### src/sv/lpf_pkg.sv
// ---------------------------------------------------------------------------
// lpf_pkg: shared types and constants for the length-prefixed packet framer
// Holds the framing byte codes and the control groups passed between the
// sequencer and the row of message storage cells.
// ---------------------------------------------------------------------------
package lpf_pkg;

    // Framing bytes.
    localparam logic [7:0] LPF_PREAMBLE_BYTE = 8'hCC;
    localparam logic [7:0] LPF_START_BYTE    = 8'hAA;
    localparam logic [7:0] LPF_END_BYTE      = 8'h55;

    // Control from the sequencer to the whole cell row.
    typedef struct packed {
        logic store;   // a message byte is written this cycle
        logic shift;   // every cell takes its neighbor's byte this cycle
    } lpf_chain_ctl_t;

    // Control seen by one cell.
    typedef struct packed {
        logic load;    // this cell takes the incoming message byte
        logic shift;   // this cell takes the byte of the next cell
    } lpf_cell_ctl_t;

endpackage

### src/sv/lpf_cell.sv
// ---------------------------------------------------------------------------
// lpf_cell: one byte cell of the message storage row
// Loads a new message byte when selected, or takes the byte of the next cell
// toward the tail while the frame body is read out from the head.
// ---------------------------------------------------------------------------
module lpf_cell (
    input  logic                  clk,
    input  lpf_pkg::lpf_cell_ctl_t ctl,
    input  logic [7:0]            data_in,
    input  logic [7:0]            neighbor,
    output logic [7:0]            q
);
    import lpf_pkg::*;

    logic [7:0] byte_reg;

    // Payload storage; the contents are only read after being written.
    always_ff @(posedge clk)
    begin
        if (ctl.load)
        begin
            byte_reg <= data_in;
        end
        else if (ctl.shift)
        begin
            byte_reg <= neighbor;
        end
    end

    assign q = byte_reg;

endmodule

### src/sv/lpf_seq.sv
// ---------------------------------------------------------------------------
// lpf_seq: message collection and frame sequencer
// Counts incoming message bytes, keeps the additive checksum and drop flag,
// and, unless stalled, puts one frame byte per cycle into an output register.
// ---------------------------------------------------------------------------
module lpf_seq #(
    parameter int MAX_MESSAGE_BYTES = 56,
    parameter int PREAMBLE_COUNT    = 4
) (
    input  logic                              clk,
    input  logic                              rst_n,
    input  logic                              msg_valid,
    output logic                              msg_stall,
    input  logic [7:0]                        data_byte,
    input  logic                              carries_byte,
    input  logic                              message_end,
    input  logic [7:0]                        head_byte,
    output lpf_pkg::lpf_chain_ctl_t           chain,
    output logic [$clog2(MAX_MESSAGE_BYTES+1)-1:0] count,
    output logic                              frame_valid,
    input  logic                              frame_stall,
    output logic [7:0]                        frame_byte,
    output logic                              frame_last,
    output logic                              overflow
);
    import lpf_pkg::*;

    localparam int CNT_W = $clog2(MAX_MESSAGE_BYTES + 1);
    localparam int PRE_W = $clog2(PREAMBLE_COUNT + 1);

    typedef enum logic [6:0] {
        S_COLLECT = 7'b0000001,
        S_PRE     = 7'b0000010,
        S_START   = 7'b0000100,
        S_LEN     = 7'b0001000,
        S_DATA    = 7'b0010000,
        S_SUM     = 7'b0100000,
        S_END     = 7'b1000000
    } seq_state_t;

    seq_state_t       state_reg, state_next;
    logic [CNT_W-1:0] count_reg, count_next;
    logic [7:0]       sum_reg, sum_next;
    logic             drop_reg, drop_next;
    logic [PRE_W-1:0] pre_reg, pre_next;
    logic             ov_reg, ov_next;
    logic [7:0]       byte_reg, byte_next;
    logic             last_reg, last_next;
    logic             ovf_reg, ovf_next;
    logic             accept;
    logic             out_free;

    assign msg_stall = (state_reg != S_COLLECT);
    assign accept    = msg_valid && (state_reg == S_COLLECT);
    assign out_free  = !ov_reg || !frame_stall;

    // Next-state logic for collection and frame emission.
    always_comb
    begin
        state_next  = state_reg;
        count_next  = count_reg;
        sum_next    = sum_reg;
        drop_next   = drop_reg;
        pre_next    = pre_reg;
        byte_next   = byte_reg;
        last_next   = last_reg;
        ovf_next    = ovf_reg;
        ov_next     = ov_reg && frame_stall;
        chain.store = 1'b0;
        chain.shift = 1'b0;

        case (state_reg)
            S_COLLECT:
            begin
                if (accept)
                begin
                    if (carries_byte)
                    begin
                        if (count_reg < CNT_W'(MAX_MESSAGE_BYTES))
                        begin
                            chain.store = 1'b1;
                            count_next  = count_reg + 1'b1;
                            sum_next    = sum_reg + data_byte;
                        end
                        else
                        begin
                            drop_next = 1'b1;
                        end
                    end
                    if (message_end)
                    begin
                        state_next = S_PRE;
                        pre_next   = PRE_W'(PREAMBLE_COUNT - 1);
                    end
                end
            end
            S_PRE:
            begin
                if (out_free)
                begin
                    ov_next   = 1'b1;
                    byte_next = LPF_PREAMBLE_BYTE;
                    last_next = 1'b0;
                    ovf_next  = drop_reg;
                    if (pre_reg == '0)
                    begin
                        state_next = S_START;
                    end
                    else
                    begin
                        pre_next = pre_reg - 1'b1;
                    end
                end
            end
            S_START:
            begin
                if (out_free)
                begin
                    ov_next    = 1'b1;
                    byte_next  = LPF_START_BYTE;
                    last_next  = 1'b0;
                    ovf_next   = drop_reg;
                    state_next = S_LEN;
                end
            end
            S_LEN:
            begin
                if (out_free)
                begin
                    ov_next    = 1'b1;
                    byte_next  = 8'(count_reg);
                    last_next  = 1'b0;
                    ovf_next   = drop_reg;
                    state_next = (count_reg == '0) ? S_SUM : S_DATA;
                end
            end
            S_DATA:
            begin
                // The count now serves as the number of body bytes still to go.
                if (out_free)
                begin
                    ov_next     = 1'b1;
                    byte_next   = head_byte;
                    last_next   = 1'b0;
                    ovf_next    = drop_reg;
                    chain.shift = 1'b1;
                    count_next  = count_reg - 1'b1;
                    if (count_reg == CNT_W'(1))
                    begin
                        state_next = S_SUM;
                    end
                end
            end
            S_SUM:
            begin
                if (out_free)
                begin
                    ov_next    = 1'b1;
                    byte_next  = sum_reg;
                    last_next  = 1'b0;
                    ovf_next   = drop_reg;
                    state_next = S_END;
                end
            end
            S_END:
            begin
                if (out_free)
                begin
                    ov_next    = 1'b1;
                    byte_next  = LPF_END_BYTE;
                    last_next  = 1'b1;
                    ovf_next   = drop_reg;
                    count_next = '0;
                    sum_next   = '0;
                    drop_next  = 1'b0;
                    state_next = S_COLLECT;
                end
            end
            default:
            begin
                state_next = S_COLLECT;
            end
        endcase
    end

    // Control registers.
    always_ff @(posedge clk or negedge rst_n)
    begin
        if (!rst_n)
        begin
            state_reg <= S_COLLECT;
            count_reg <= '0;
            sum_reg   <= '0;
            drop_reg  <= 1'b0;
            pre_reg   <= '0;
            ov_reg    <= 1'b0;
        end
        else
        begin
            state_reg <= state_next;
            count_reg <= count_next;
            sum_reg   <= sum_next;
            drop_reg  <= drop_next;
            pre_reg   <= pre_next;
            ov_reg    <= ov_next;
        end
    end

    // Output payload register.
    always_ff @(posedge clk)
    begin
        byte_reg <= byte_next;
        last_reg <= last_next;
        ovf_reg  <= ovf_next;
    end

    assign count       = count_reg;
    assign frame_valid = ov_reg;
    assign frame_byte  = byte_reg;
    assign frame_last  = last_reg;
    assign overflow    = ovf_reg;

endmodule

### src/sv/length_prefixed_packet_framer.sv
// ---------------------------------------------------------------------------
// length_prefixed_packet_framer: top level of the packet framer
// Collects a message into a row of byte cells and emits it framed by a
// preamble, start byte, length, checksum and end byte.
// ---------------------------------------------------------------------------
// Channel   Handshake                Payload
// message   msg_valid / msg_stall    data_byte, carries_byte, message_end
// frame     frame_valid / frame_stall frame_byte, frame_last, overflow
//
// A message request without the end mark leaves the input open for the next.
// A request with the end mark starts a frame of PREAMBLE_COUNT + 4 + n bytes,
// n the stored length; one byte leaves per cycle while frame_stall is low,
// the body being shifted out of the cell row from its head.
// msg_stall stays high from that request until the end byte is in the output
// register; a stall on the frame side holds the sequencer in place.
// Reset clears the count, checksum, drop flag and output valid.
// ---------------------------------------------------------------------------
module length_prefixed_packet_framer #(
    parameter int MAX_MESSAGE_BYTES = 56,
    parameter int PREAMBLE_COUNT    = 4
) (
    input  logic       clk,
    input  logic       rst_n,
    input  logic       msg_valid,
    output logic       msg_stall,
    input  logic [7:0] data_byte,
    input  logic       carries_byte,
    input  logic       message_end,
    output logic       frame_valid,
    input  logic       frame_stall,
    output logic [7:0] frame_byte,
    output logic       frame_last,
    output logic       overflow
);
    import lpf_pkg::*;

    localparam int CNT_W = $clog2(MAX_MESSAGE_BYTES + 1);

    lpf_chain_ctl_t   chain;
    logic [CNT_W-1:0] count;
    lpf_cell_ctl_t    cell_ctl [MAX_MESSAGE_BYTES];
    logic [7:0]       cell_q   [MAX_MESSAGE_BYTES];

    // Collection and frame sequencing.
    lpf_seq #(
        .MAX_MESSAGE_BYTES (MAX_MESSAGE_BYTES),
        .PREAMBLE_COUNT    (PREAMBLE_COUNT)
    ) u_seq (
        .clk          (clk),
        .rst_n        (rst_n),
        .msg_valid    (msg_valid),
        .msg_stall    (msg_stall),
        .data_byte    (data_byte),
        .carries_byte (carries_byte),
        .message_end  (message_end),
        .head_byte    (cell_q[0]),
        .chain        (chain),
        .count        (count),
        .frame_valid  (frame_valid),
        .frame_stall  (frame_stall),
        .frame_byte   (frame_byte),
        .frame_last   (frame_last),
        .overflow     (overflow)
    );

    // Row of byte cells; a new byte lands in the cell at the current count,
    // and read-out shifts every cell one place toward the head.
    for (genvar i = 0; i < MAX_MESSAGE_BYTES; i++)
    begin : g_cell
        assign cell_ctl[i] = '{load:  chain.store && (count == CNT_W'(i)),
                               shift: chain.shift};

        if (i == MAX_MESSAGE_BYTES - 1)
        begin : g_tail
            lpf_cell u_cell (
                .clk      (clk),
                .ctl      (cell_ctl[i]),
                .data_in  (data_byte),
                .neighbor (8'h00),
                .q        (cell_q[i])
            );
        end
        else
        begin : g_body
            lpf_cell u_cell (
                .clk      (clk),
                .ctl      (cell_ctl[i]),
                .data_in  (data_byte),
                .neighbor (cell_q[i+1]),
                .q        (cell_q[i])
            );
        end
    end

endmodule

### config.mk
export PLATFORM = sky130hd
export DESIGN_NAME = length_prefixed_packet_framer
export DESIGN_NICKNAME = d
export VERILOG_FILES = /design/src/sv/lpf_pkg.sv /design/src/sv/lpf_cell.sv /design/src/sv/lpf_seq.sv /design/src/sv/length_prefixed_packet_framer.sv
export SDC_FILE = /design/constraint.sdc
export NUM_CORES = 1
export LEC_CHECK = 0
export BUFFER_PORTS_ARGS = -buffer_cell sky130_fd_sc_hd__buf_2
export CAP_MARGIN = 10
export CORE_MARGIN = 10
export CORE_UTILIZATION = 68
export CTS_BUF_LIST = sky130_fd_sc_hd__clkbuf_16
export CTS_CLUSTER_SIZE = 8
export DETAILED_ROUTE_END_ITERATION = 8
export HOLD_SLACK_MARGIN = 0.03
export PLACE_DENSITY = 0.95
export SLEW_MARGIN = 10
export SYNTH_ARGS = -nofsm -noshare
export SYNTH_HDL_FRONTEND = slang
export SYNTH_SLANG_ARGS = --single-unit
export TNS_END_PERCENT = 50
### constraint.sdc
create_clock -name clk -period 7.7 [get_ports clk]
set_input_delay 1.54 -clock clk [delete_from_list [all_inputs] [get_ports clk]]
set_output_delay 1.54 -clock clk [all_outputs]
set_load 0.01 [all_outputs]
## Word-level counts from Yosys, hierarchy flattened

Cells that the tools add are included.

| storage, ports and cells | value |
|---|---|
| input bits | 14 |
| word-level logic and storage cells | 444 |
| bits in registers | 484 |
| output and inout bits | 12 |

| cells by class | value |
|---|---|
| eq/ne operators | 78 |
| mux-type cells | 162 |
| add/subtract/negate cells | 4 |
| reduce and logical (&&, ||, !) cells | 134 |
| $lt $le $gt $ge | 1 |

Operators with widths:

| cell | count |
|---|---|
| 2-to-1 mux 8 bit | 122 |
| == test 6 bit, second input constant | 24 |
| nonzero test 2 bit | 59 |
| == test 6 x 5 -> 1 bit, second input constant | 16 |
| 2-to-1 mux 7 bit | 10 |
| logical AND 1 bit | 58 |
| case mux 7 bit (7 select lines) | 1 |
| == test 6 x 4 -> 1 bit, second input constant | 8 |
| case mux 8 bit (6 select lines) | 1 |
| 2-to-1 mux 6 bit | 6 |
| == test 6 x 3 -> 1 bit, second input constant | 4 |
| inequality test 2 x 1 -> 1 bit, second input constant | 9 |
| case mux 6 bit (3 select lines) | 1 |
| case mux 8 bit (2 select lines) | 1 |
| AND reduction 5 bit | 3 |
| 2-to-1 mux 1 bit | 13 |
| == test 6 x 2 -> 1 bit, second input constant | 2 |
| 2-to-1 mux 3 bit | 4 |
| inequality test 2 bit, second input constant | 6 |
| AND reduction 10 bit | 1 |
| adder 8 bit | 1 |
| == test 7 x 1 -> 1 bit, second input constant | 1 |
| == test 7 x 2 -> 1 bit, second input constant | 1 |
| == test 7 x 3 -> 1 bit, second input constant | 1 |
| other kinds (24) | 26 |

## Depth between registers and ports, before layout

Gate-level depths: netlist of the first run.

| logic depth | value |
|---|---|
| word-level depth | 7 |
| mapped depth | 8 |
| gate-level depth less buffers | 7 |

## By module

Synthesis of the first run repeated with hierarchy kept, for this count alone.

| second synthesis, totals | value |
|---|---|
| cell total of the unflattened synthesis | 1350 |
| area total of the unflattened synthesis | 23960.5 um2 |

Modules (own cells, without submodules):

| module | times used | area each (um2) | seq. area each (um2) | cells each |
|---|---|---|---|---|
| lpf_cell | 56 | 377.9 | 240.2 | 18 |
| lpf_seq | 1 | 2359.8 | 952.2 | 257 |
| length_prefixed_packet_framer | 1 | 440.4 | 0.0 | 85 |

## Worst setup path before layout of the first run

OpenSTA, ideal clock, no wires.

| timing | value |
|---|---|
| path type | input to register |
| from | in carries_byte |
| to | reg g_cell[11].g_body.u_cell.byte_reg[0], enable pin |
| stages | 7 |
| slack | 4.488 ns |
| arrival time | 2.877 ns |
| data required time | 7.366 ns |
| library setup time | 0.334 ns |
| buffers on the path | 2 |
| cells stage by stage | nand2_1 nor3_1 and3_1 clkbuf_1 and3_1 buf_2 nand2b_1 |

| between the ends | value |
|---|---|
| word-level cells in the longest chain between the ends | 5 |

RTL lines:

| what | RTL line | RTL |
|---|---|---|
| start, declared | length_prefixed_packet_framer.sv:27 | `input logic carries_byte,` |
| 2-to-1 mux 1 bit | lpf_seq.sv:77 | `if (carries_byte)` |
| 2-to-1 mux 1 bit | lpf_seq.sv:75 | `if (accept)` |
| 2-to-1 mux 1 bit | lpf_seq.sv:72 | `case (state_reg)` |
| logical AND 1 bit | length_prefixed_packet_framer.sv:70 | `assign cell_ctl[i] = '{load: chain.store && (count == CNT_W'(i)),` |
| nonzero test 2 bit (no source line) | - |  |
| end signal, assigned | lpf_cell.sv:22 | `byte_reg <= data_in;` |
| end signal, assigned | lpf_cell.sv:26 | `byte_reg <= neighbor;` |
| end, declared | lpf_cell.sv:15 | `logic [7:0] byte_reg;` |

Every way passes these cells.
A chain may end at the register's enable or synchronous reset.

## Final worst setup path of the first run

| timing | value |
|---|---|
| from | reg u_seq.state_reg[5] |
| to | out msg_stall |

| between the ends | value |
|---|---|
| word-level cells in the longest chain between the ends | 1 |

RTL lines:

| what | RTL line | RTL |
|---|---|---|
| start, declared | lpf_seq.sv:41 | `seq_state_t state_reg, state_next;` |
| start signal, assigned | lpf_seq.sv:200 | `state_reg <= state_next;` |
| inequality test 7 x 1 -> 1 bit | lpf_seq.sv:53 | `assign msg_stall = (state_reg != S_COLLECT);` |
| end, declared | length_prefixed_packet_framer.sv:25 | `output logic msg_stall,` |

Every way passes these cells.

==> reports/results.tsv, run 1 <==
stage	metric	value	unit
global_routing	GRT overflow	0	
worst_setup_path	slowest cell on the critical path	or4_4	
clocking	post-CTS sizing	0	
synth	Syn Nets	1400	
synth	Post-Synthesis Cells	1371	
timing	Final setup viols	0	
die	Die X	200	um
worst_setup_path	Crit Path Max Fanout	12	
die	Starting Density	0.692	
layout	cell area after layout	24200	um2
die	row count	65	
global_routing	first-pass GRT wire length	79000	um
power_and_ir_drop	Seq pwr share	0.464	
synth	mapped cell area	21900	um2
layout	Post-Layout Cell Count	1811	
placement	Area after DPL	22300	um2
worst_setup_path	critical path required time	6160	ps
clocking	worst-skew pair later-pin latency	580	ps
power_and_ir_drop	Clock power frac	0.426	
timing	fin crit period	4100	ps
global_routing	largest net degree at the start of global routing	60	
clocking	TritonCTS Buffers	70	
synth	Primary FF master, synth	edfxtp_1	
synth	Yosys reg bits	484	
layout	diode count	0	
worst_setup_path	Startpoint Class	flip-flop	
synth	synth unique cells	65	
layout	layout cells sized above 1	0.417	
outcome	run status	complete, no violations	
global_routing	vias in the first global route	13255	
power_and_ir_drop	peak supply drop	169	uV
timing	Max Clock Freq	0.244	GHz
power_and_ir_drop	PD cells	272	nW/um2
global_routing	initial antenna violation count	0	
synth	Synth Area in XOR/XNOR	0.00319	
clocking	CTS tree	built	
timing	Setup Skew	26.6	ps
power_and_ir_drop	Sw Share	0.264	
detailed_routing	DRT antenna net count	0	
detailed_routing	detailed-route DRC error count	0	
synth	mux contribution to synthesized area	0.227	
synth	Adder-Cell Fraction of Synth Area	0.00890	
placement	Final HPWL DP	25600	um
detailed_routing	wire per inst	28.1	um
clocking	Setup Fix Bufs, Post-CTS	0	
layout	fin util	0.764	
die	IO Pins	26	
worst_setup_path	critical-path cell list	or4_4 > nor3_1 > inv_1 > buf_2	
worst_setup_path	crit-path max cell delay	640	ps
timing	RSZ-0062 raised after global routing	no	
placement	Placed Cells	1712	
detailed_routing	DRT iter0 DRCs	1643	
placement	IO buf count	25	
power_and_ir_drop	cell-internal power	0.00485	W
timing	worst slew margin relative to its limit	0.157	
synth	register area share after synthesis	0.657	
global_routing	Total GRT Usage	0.261	
clocking	total clock sinks	484	
die	Die H	200	um
synth	syn_area_per_cell	16.0	um2
clocking	Root Buffer	clkbuf_16	
detailed_routing	WL final	50900	um
job	maxcap violations	0	
timing	Final Hold Viols	0	
synth	top cells by count, synth	458 x edfxtp_1, 434 x mux2_2, 81 x clkbuf_1, 67 x nand2_1, 28 x o21ai_0	
synth	count leader, synth	edfxtp_1	
synth	Yosys warnings	0	
power_and_ir_drop	P_leak	8.55	nW
synth	area leader, netlist	edfxtp_1	
power_and_ir_drop	NetSw	0.00174	W
die	die area	39800	um2
timing	final hold slack	476	ps
synth	asr flop ratio synth	0.0537	
layout	Largest register FFs	440	
power_and_ir_drop	Combinational Power Share	0.109	
synth	Simple-Gate Fraction of Synth Area	0.0550	
worst_setup_path	nature of the critical path endpoint	output pin	
clocking	hold buffers post-CTS	0	
worst_setup_path	CP arrival	2560	ps
layout	Layout Nets	1411	
synth	compound-gate portion of the synthesized area	0.0293	
synth	largest family of logic cells by synthesized area	multiplexers	
detailed_routing	Pre-antenna DRT Iters	7	
worst_setup_path	Setup CP Type	reg -> out	
die	Core Area	31700	um2
detailed_routing	Vias/cell	7.02	
timing	setup TNS	0	ps
timing	Final Cycle Share	0.532	
synth	top post-synthesis cells by area	edfxtp_1 63%, mux2_2 22%, dfrtp_1 2.9%	
timing	Worst Tran Pin Value	1260	ps
clocking	Reg clk slew, reported paths	60	ps
clocking	CTS max path bufs	3	
placement	gpl congestion	0.881	
synth	number of synthesized flops with an enable pin	458	
layout	Filler cells	1531	
detailed_routing	vias	12718	
timing	Slew Limit Fails	0	
synth	post-synth top area share	0.627	
clocking	htree depth	3	
min_path	Hold Path Class	reg -> reg	
layout	Area Overhead vs Synth	10.5	%
-- metal layers --
metal,share of wire,GRT usage,vias up,wire length (um)
met4,0.052,0.133,0,2640
met1,0.36,0.323,6272,18300
li1,-,-,5278,-
met2,0.48,0.421,929,24400
met5,0,0,-,0
met3,0.11,0.0653,239,5580
-- worst paths after layout --
check	from	end	slack, ps	cells past startpoint
worst max-delay path	u_seq.state_reg[5]$_DFFE_PN0P_	msg_stall	3600	4
worst min-delay path	u_seq.drop_reg$_DFFE_PN0P_	u_seq.overflow$_DFFE_PP_	480	0
worst max register to register	u_seq.state_reg[0]$_DFFE_PN1P_	g_cell[46].g_body.u_cell.q[0]$_DFFE_PP_	3890	5
worst min register to register	u_seq.drop_reg$_DFFE_PN0P_	u_seq.overflow$_DFFE_PP_	480	0
max in group asynchronous	rst_n	u_seq.sum_reg[1]$_DFFE_PN0P_	6260	1
min in group asynchronous	rst_n	u_seq.drop_reg$_DFFE_PN0P_	990	1
-- through the flow --
step | total power, W | setup WS, ps
4_1_cts | 0.00653 | 3670
3_5_place_dp | 0.00374 | 3350
6_report | 0.00658 | 3600
3_3_place_gp | 0.00371 | 3480
5_1_grt | 0.00672 | 3460
2_1_floorplan | 0.00352 | 4490
-- cells by family (layout without fill, tap and decap cells) --
| kind of cell | after synthesis | in the layout |
|---|---|---|
| mux | 442 | 442 |
| buf+inv | 109 | 147 |
| flops | 484 | 484 |
| compound gates | 98 | 98 |
| simple gates | 215 | 215 |
| xor+xnor | 8 | 8 |
| fa+ha+maj | 15 | 15 |
-- area by class of cell --
type / count / area (um2) / area share
sequential: 484 / 14400 / 0.594
multi-input combinational: 778 / 7100 / 0.293
clock buffer: 72 / 1800 / 0.0743
tap: 402 / 503 / 0.0207
timing repair buffer: 38 / 223 / 0.00919
clock inverter: 27 / 179 / 0.00738
inverter: 10 / 37.5 / 0.00155
-- worst max-delay path, delay by kind of cell (launching register included) --
kind,cells,cell delay (ps)
buffers and inverters,2,350
flip-flops,1,520
AND/OR/NAND/NOR,2,1110
-- power groups by stage --
stage               clock network, W  logic [W]  registers, W
finish                       0.00281   0.000720       0.00306
global route                 0.00290   0.000752       0.00306
detailed placement                 0   0.000653       0.00309
global placement                   0   0.000623       0.00308
CTS                          0.00280   0.000687       0.00305
floorplan                          0   0.000484       0.00304
-- cell usage in the layout (no fill, tap or decap), types with 9 or more instances in the layout --
cell type and instances:
a22o_1 9, nand2b_1 12, clkbuf_16 72, buf_2 25, inv_1 31, nand3_1 16, a21oi_1 22, nor3_1 9
buf_4 13, nand2_2 16, ha_1 14, o21ai_0 26, and3_1 9, dfrtp_1 25, nor2_1 11, edfxtp_1 458
and2_1 25, nand2_1 67, mux2_2 434
Note: power is estimated with default switching activity, not from simulation.
==> run 2, diff against run 1 <==
--- a/config.mk
+++ b/config.mk
@@ -5,15 +5,16 @@
 export SDC_FILE = /design/constraint.sdc
 export NUM_CORES = 1
 export LEC_CHECK = 0
+export ABC_AREA = 1
 export BUFFER_PORTS_ARGS = -buffer_cell sky130_fd_sc_hd__buf_2
 export CAP_MARGIN = 10
 export CORE_MARGIN = 10
-export CORE_UTILIZATION = 68
+export CORE_UTILIZATION = 57
 export CTS_BUF_LIST = sky130_fd_sc_hd__clkbuf_16
 export CTS_CLUSTER_SIZE = 8
 export DETAILED_ROUTE_END_ITERATION = 8
 export HOLD_SLACK_MARGIN = 0.03
-export PLACE_DENSITY = 0.95
+export PLACE_DENSITY = 0.87
 export SLEW_MARGIN = 10
 export SYNTH_ARGS = -nofsm -noshare
 export SYNTH_HDL_FRONTEND = slang
==> constraint.sdc (replaced) <==
create_clock -name clk -period 3.5 [get_ports clk]
set_input_delay 0.7 -clock clk [delete_from_list [all_inputs] [get_ports clk]]
set_output_delay 0.7 -clock clk [all_outputs]
set_load 0.01 [all_outputs]
==> run 2 against run 1 <==
Effect of this change:
- clock power is 120% higher
- first-iteration DRC count rose by 0.18%
- via count is 17% higher
- sequential cell count did not move
- clock-buffer cell count shrank 1
- setup slack lost 2700 ps
- die area grew 18%
- critical path type is now reg -> reg
- largest cell class unchanged
- highest routed layer unchanged
==> reports/results.tsv, run 2 <==
stage	metric	value	unit	change
outcome	run status	complete, no violations		unchanged
placement	Final HPWL DP	29900	um	was 25,600 um
die	Die X	217	um	was 200 um
worst_setup_path	Levels on crit path	6		was 4
placement	IO buf count	25		unchanged
synth	top post-synthesis cells by area	edfxtp_1 62%, nand2_1 9.9%, o21ai_1 5.9%		was edfxtp_1 63%, mux2_2 22%, dfrtp_1 2.9%
power_and_ir_drop	total power	0.0147	W	was 0.00658 W
synth	syn_area_per_cell	11.5	um2	was 16.0 um2
synth	asr flop ratio synth	0.0537		unchanged
detailed_routing	vias	14883		was 12,718
placement	gpl congestion	0.887		was 0.881
die	die area	47100	um2	was 39,800 um2
detailed_routing	DRT iter0 DRCs	1646		was 1,643
global_routing	vias in the first global route	14648		was 13,255
worst_setup_path	CP arrival	2870	ps	was 2560 ps
worst_setup_path	Setup CP Type	reg -> reg		was reg -> out
power_and_ir_drop	P_leak	10.1	nW	was 8.55 nW
worst_setup_path	worst flop-to-flop path endpoint	g_cell[46].g_body.u_cell.q[3]$_DFFE_PP_		was g_cell[46].g_body.u_cell.q[0]$_DFFE_PP_
clocking	Root Buffer	clkbuf_16		unchanged
power_and_ir_drop	peak supply drop	464	uV	was 169 uV
clocking	hold buffers post-CTS	0		unchanged
worst_setup_path	CP startpoint	u_seq.count[0]$_DFFE_PN0P_		was u_seq.state_reg[5]$_DFFE_PN0P_
layout	commonest non-fill, non-tap cell in the layout	nand2_1		was edfxtp_1
detailed_routing	WL final	50700	um	was 50,900 um
synth	top cells by count, synth	587 x nand2_1, 458 x edfxtp_1, 259 x o21ai_1, 104 x o21ai_2, 96 x o21ai_0		was 458 x edfxtp_1, 434 x mux2_2, 81 x clkbuf_1, 67 x nand2_1, 28 x o21ai_0
timing	Setup Skew	22.8	ps	was 26.6 ps
layout	cell area after layout	24300	um2	was 24,200 um2
worst_setup_path	critical-path cell list	inv_1 > ha_1 > inv_1 > nor2_1 > nand3_2 > nand2_1		was or4_4 > nor3_1 > inv_1 > buf_2
worst_setup_path	Crit path max-delay family	simple AND/OR/NAND/NOR gates		unchanged
synth	Yosys reg bits	484		unchanged
synth	Primary FF master, synth	edfxtp_1		unchanged
worst_setup_path	crit-path max cell delay	530	ps	was 640 ps
detailed_routing	DRT antenna net count	0		unchanged
synth	Post-Synthesis Cells	1922		was 1,371
worst_setup_path	Setup crit end	g_cell[46].g_body.u_cell.q[3]$_DFFE_PP_		was msg_stall
clocking	post-CTS sizing	0		unchanged
timing	worst slew margin relative to its limit	0.394		was 0.157
clocking	Setup Fix Bufs, Post-CTS	0		unchanged
power_and_ir_drop	PD cells	606	nW/um2	was 272 nW/um2
timing	Final setup viols	0		unchanged
clocking	worst-skew pair later-pin latency	580	ps	about the same
global_routing	first-pass GRT wire length	80100	um	was 79,000 um
die	Core Area	38600	um2	was 31,700 um2
synth	Yosys warnings	0		unchanged
synth	mapped cell area	22200	um2	was 21,900 um2
detailed_routing	Pre-antenna DRT Iters	6		was 7
worst_setup_path	Worst R2R Start	u_seq.count[0]$_DFFE_PN0P_		was u_seq.state_reg[0]$_DFFE_PN1P_
timing	setup TNS	0	ps	unchanged
layout	Layout Nets	1947		was 1,411
job	maxcap violations	0		unchanged
clocking	TritonCTS Buffers	70		unchanged
layout	Largest register FFs	440		unchanged
min_path	Hold Path Class	in -> async		was reg -> reg
detailed_routing	wire per inst	20.6	um	was 28.1 um
global_routing	Total GRT Usage	0.213		was 0.261
detailed_routing	Vias/cell	6.03		was 7.02
synth	count leader, synth	nand2_1		was edfxtp_1
worst_setup_path	slowest cell on the critical path	nor2_1		was or4_4
layout	Filler cells	2706		was 1,531
synth	Syn Nets	1951		was 1,400
synth	synth unique cells	42		was 65
clocking	htree depth	3		unchanged
die	IO Pins	26		unchanged
synth	post-synth top area share	0.621		was 0.627
layout	layout cells sized above 1	0.163		was 0.417
layout	Area Overhead vs Synth	9.82	%	was 10.5%
global_routing	largest net degree at the start of global routing	57		was 60
timing	Final Cycle Share	0.755		
synth	register area share after synthesis	0.650		was 0.657
clocking	total clock sinks	484		unchanged
worst_setup_path	reg2reg path depth	6		was 5
timing	Max Clock Freq	0.378	GHz	
die	row count	72		was 65
global_routing	GRT overflow	0		unchanged
die	Starting Density	0.575		was 0.692
worst_setup_path	critical path required time	3730	ps	was 6160 ps
clocking	CTS max path bufs	3		unchanged
worst_setup_path	buffers and inverters on the worst path	2		unchanged
worst_setup_path	Startpoint Class	flip-flop		unchanged
clocking	CTS tree	built		unchanged
timing	fin crit period	2640	ps	
detailed_routing	detailed-route DRC error count	0		unchanged
die	Die H	217	um	was 200 um
timing	final hold slack	165	ps	was 476 ps
timing	RSZ-0062 raised after global routing	no		unchanged
global_routing	initial antenna violation count	0		unchanged
synth	area leader, netlist	edfxtp_1		unchanged
timing	Final Hold Viols	0		unchanged
timing	Slew Limit Fails	0		unchanged
worst_setup_path	CP most frequent cell	inv_1		
layout	commonest cells after routing, fill and taps aside	586 x nand2_1, 458 x edfxtp_1, 259 x o21ai_1		was 458 x edfxtp_1, 434 x mux2_2, 72 x clkbuf_16
clocking	Reg clk slew, reported paths	50	ps	was 60 ps
synth	number of synthesized flops with an enable pin	458		unchanged
worst_setup_path	flop-to-flop setup slack	860	ps	was 3890 ps
worst_setup_path	Crit Path Max Fanout	17		was 12
worst_setup_path	nature of the critical path endpoint	flip-flop		was output pin
timing	Worst Tran Pin Value	910	ps	was 1260 ps
placement	Area after DPL	22300	um2	about the same
layout	fin util	0.631		was 0.764
-- run 2: per-stage QoR --
step	cells	setup slack, ps
after floorplan	1922	1370
after global placement	2364	847
after detailed placement	2364	816
after CTS	2467	935
after global routing	2467	797
final	2468	857
-- run 2: how the worst min path moves through the flow --
stage,start,endpoint,slack (ps),depth (start not counted)
after floorplan,rst_n,u_seq.count[0]$_DFFE_PN0P_,400,0
after global placement,u_seq.drop_reg$_DFFE_PN0P_,u_seq.overflow$_DFFE_PP_,440,0
after detailed placement,u_seq.drop_reg$_DFFE_PN0P_,u_seq.overflow$_DFFE_PP_,440,0
after CTS,rst_n,u_seq.count[0]$_DFFE_PN0P_,160,1
after global routing,rst_n,u_seq.count[1]$_DFFE_PN0P_,190,1
final,rst_n,u_seq.count[1]$_DFFE_PN0P_,170,1
-- run 2: cell type report --
type / count / area [um2] / area share
Inverter: 56 / 225 / 0.00926
Tap cell: 518 / 648 / 0.0266
Multi-Input combinational cell: 1261 / 6690 / 0.275
Timing Repair Buffer: 45 / 363 / 0.0149
Antenna cell: 1 / 2.50 / 0.000103
Clock buffer: 71 / 1780 / 0.0730
Clock inverter: 32 / 214 / 0.00879
Sequential cell: 484 / 14400 / 0.592
-- run 2: routing by layer --
| metal | vias up | global-route usage | part of all wire |
|---|---|---|---|
| met4 | 0 | 0.0907 | 0.037 |
| met1 | 7198 | 0.269 | 0.38 |
| li1 | 6741 | - | - |
| met2 | 775 | 0.353 | 0.49 |
| met5 | - | 0 | 0 |
| met3 | 169 | 0.0411 | 0.086 |
-- run 2: worst reg2reg max path, cell delays in order (launching register included) --
cell and delay [ps]:
dfrtp_1 430, inv_1 230, ha_1 220, inv_1 110, nor2_1 530, nand3_2 370, nand2_1 410
-- run 2: kinds of logic (layout without fill, tap and decap cells) --
kind of cell             count (synthesis)  after routing  share of synthesized area
AO/OA/AOI/OAI                          485            485                      0.129
adder cells (fa/ha/maj)                 15             15                    0.00881
other                                    0              1                          0
AND/OR/NAND/NOR                        753            753                      0.161
XOR/XNOR                                 8              8                    0.00316
flip-flops                             484            484                      0.650
buffers and inverters                  177            204                     0.0477
-- run 2: report_power, final --
group	switching (W)	internal, W
Sequential	0.000156	0.00654
Combinational	0.00140	0.000473
Clock	0.00246	0.00371
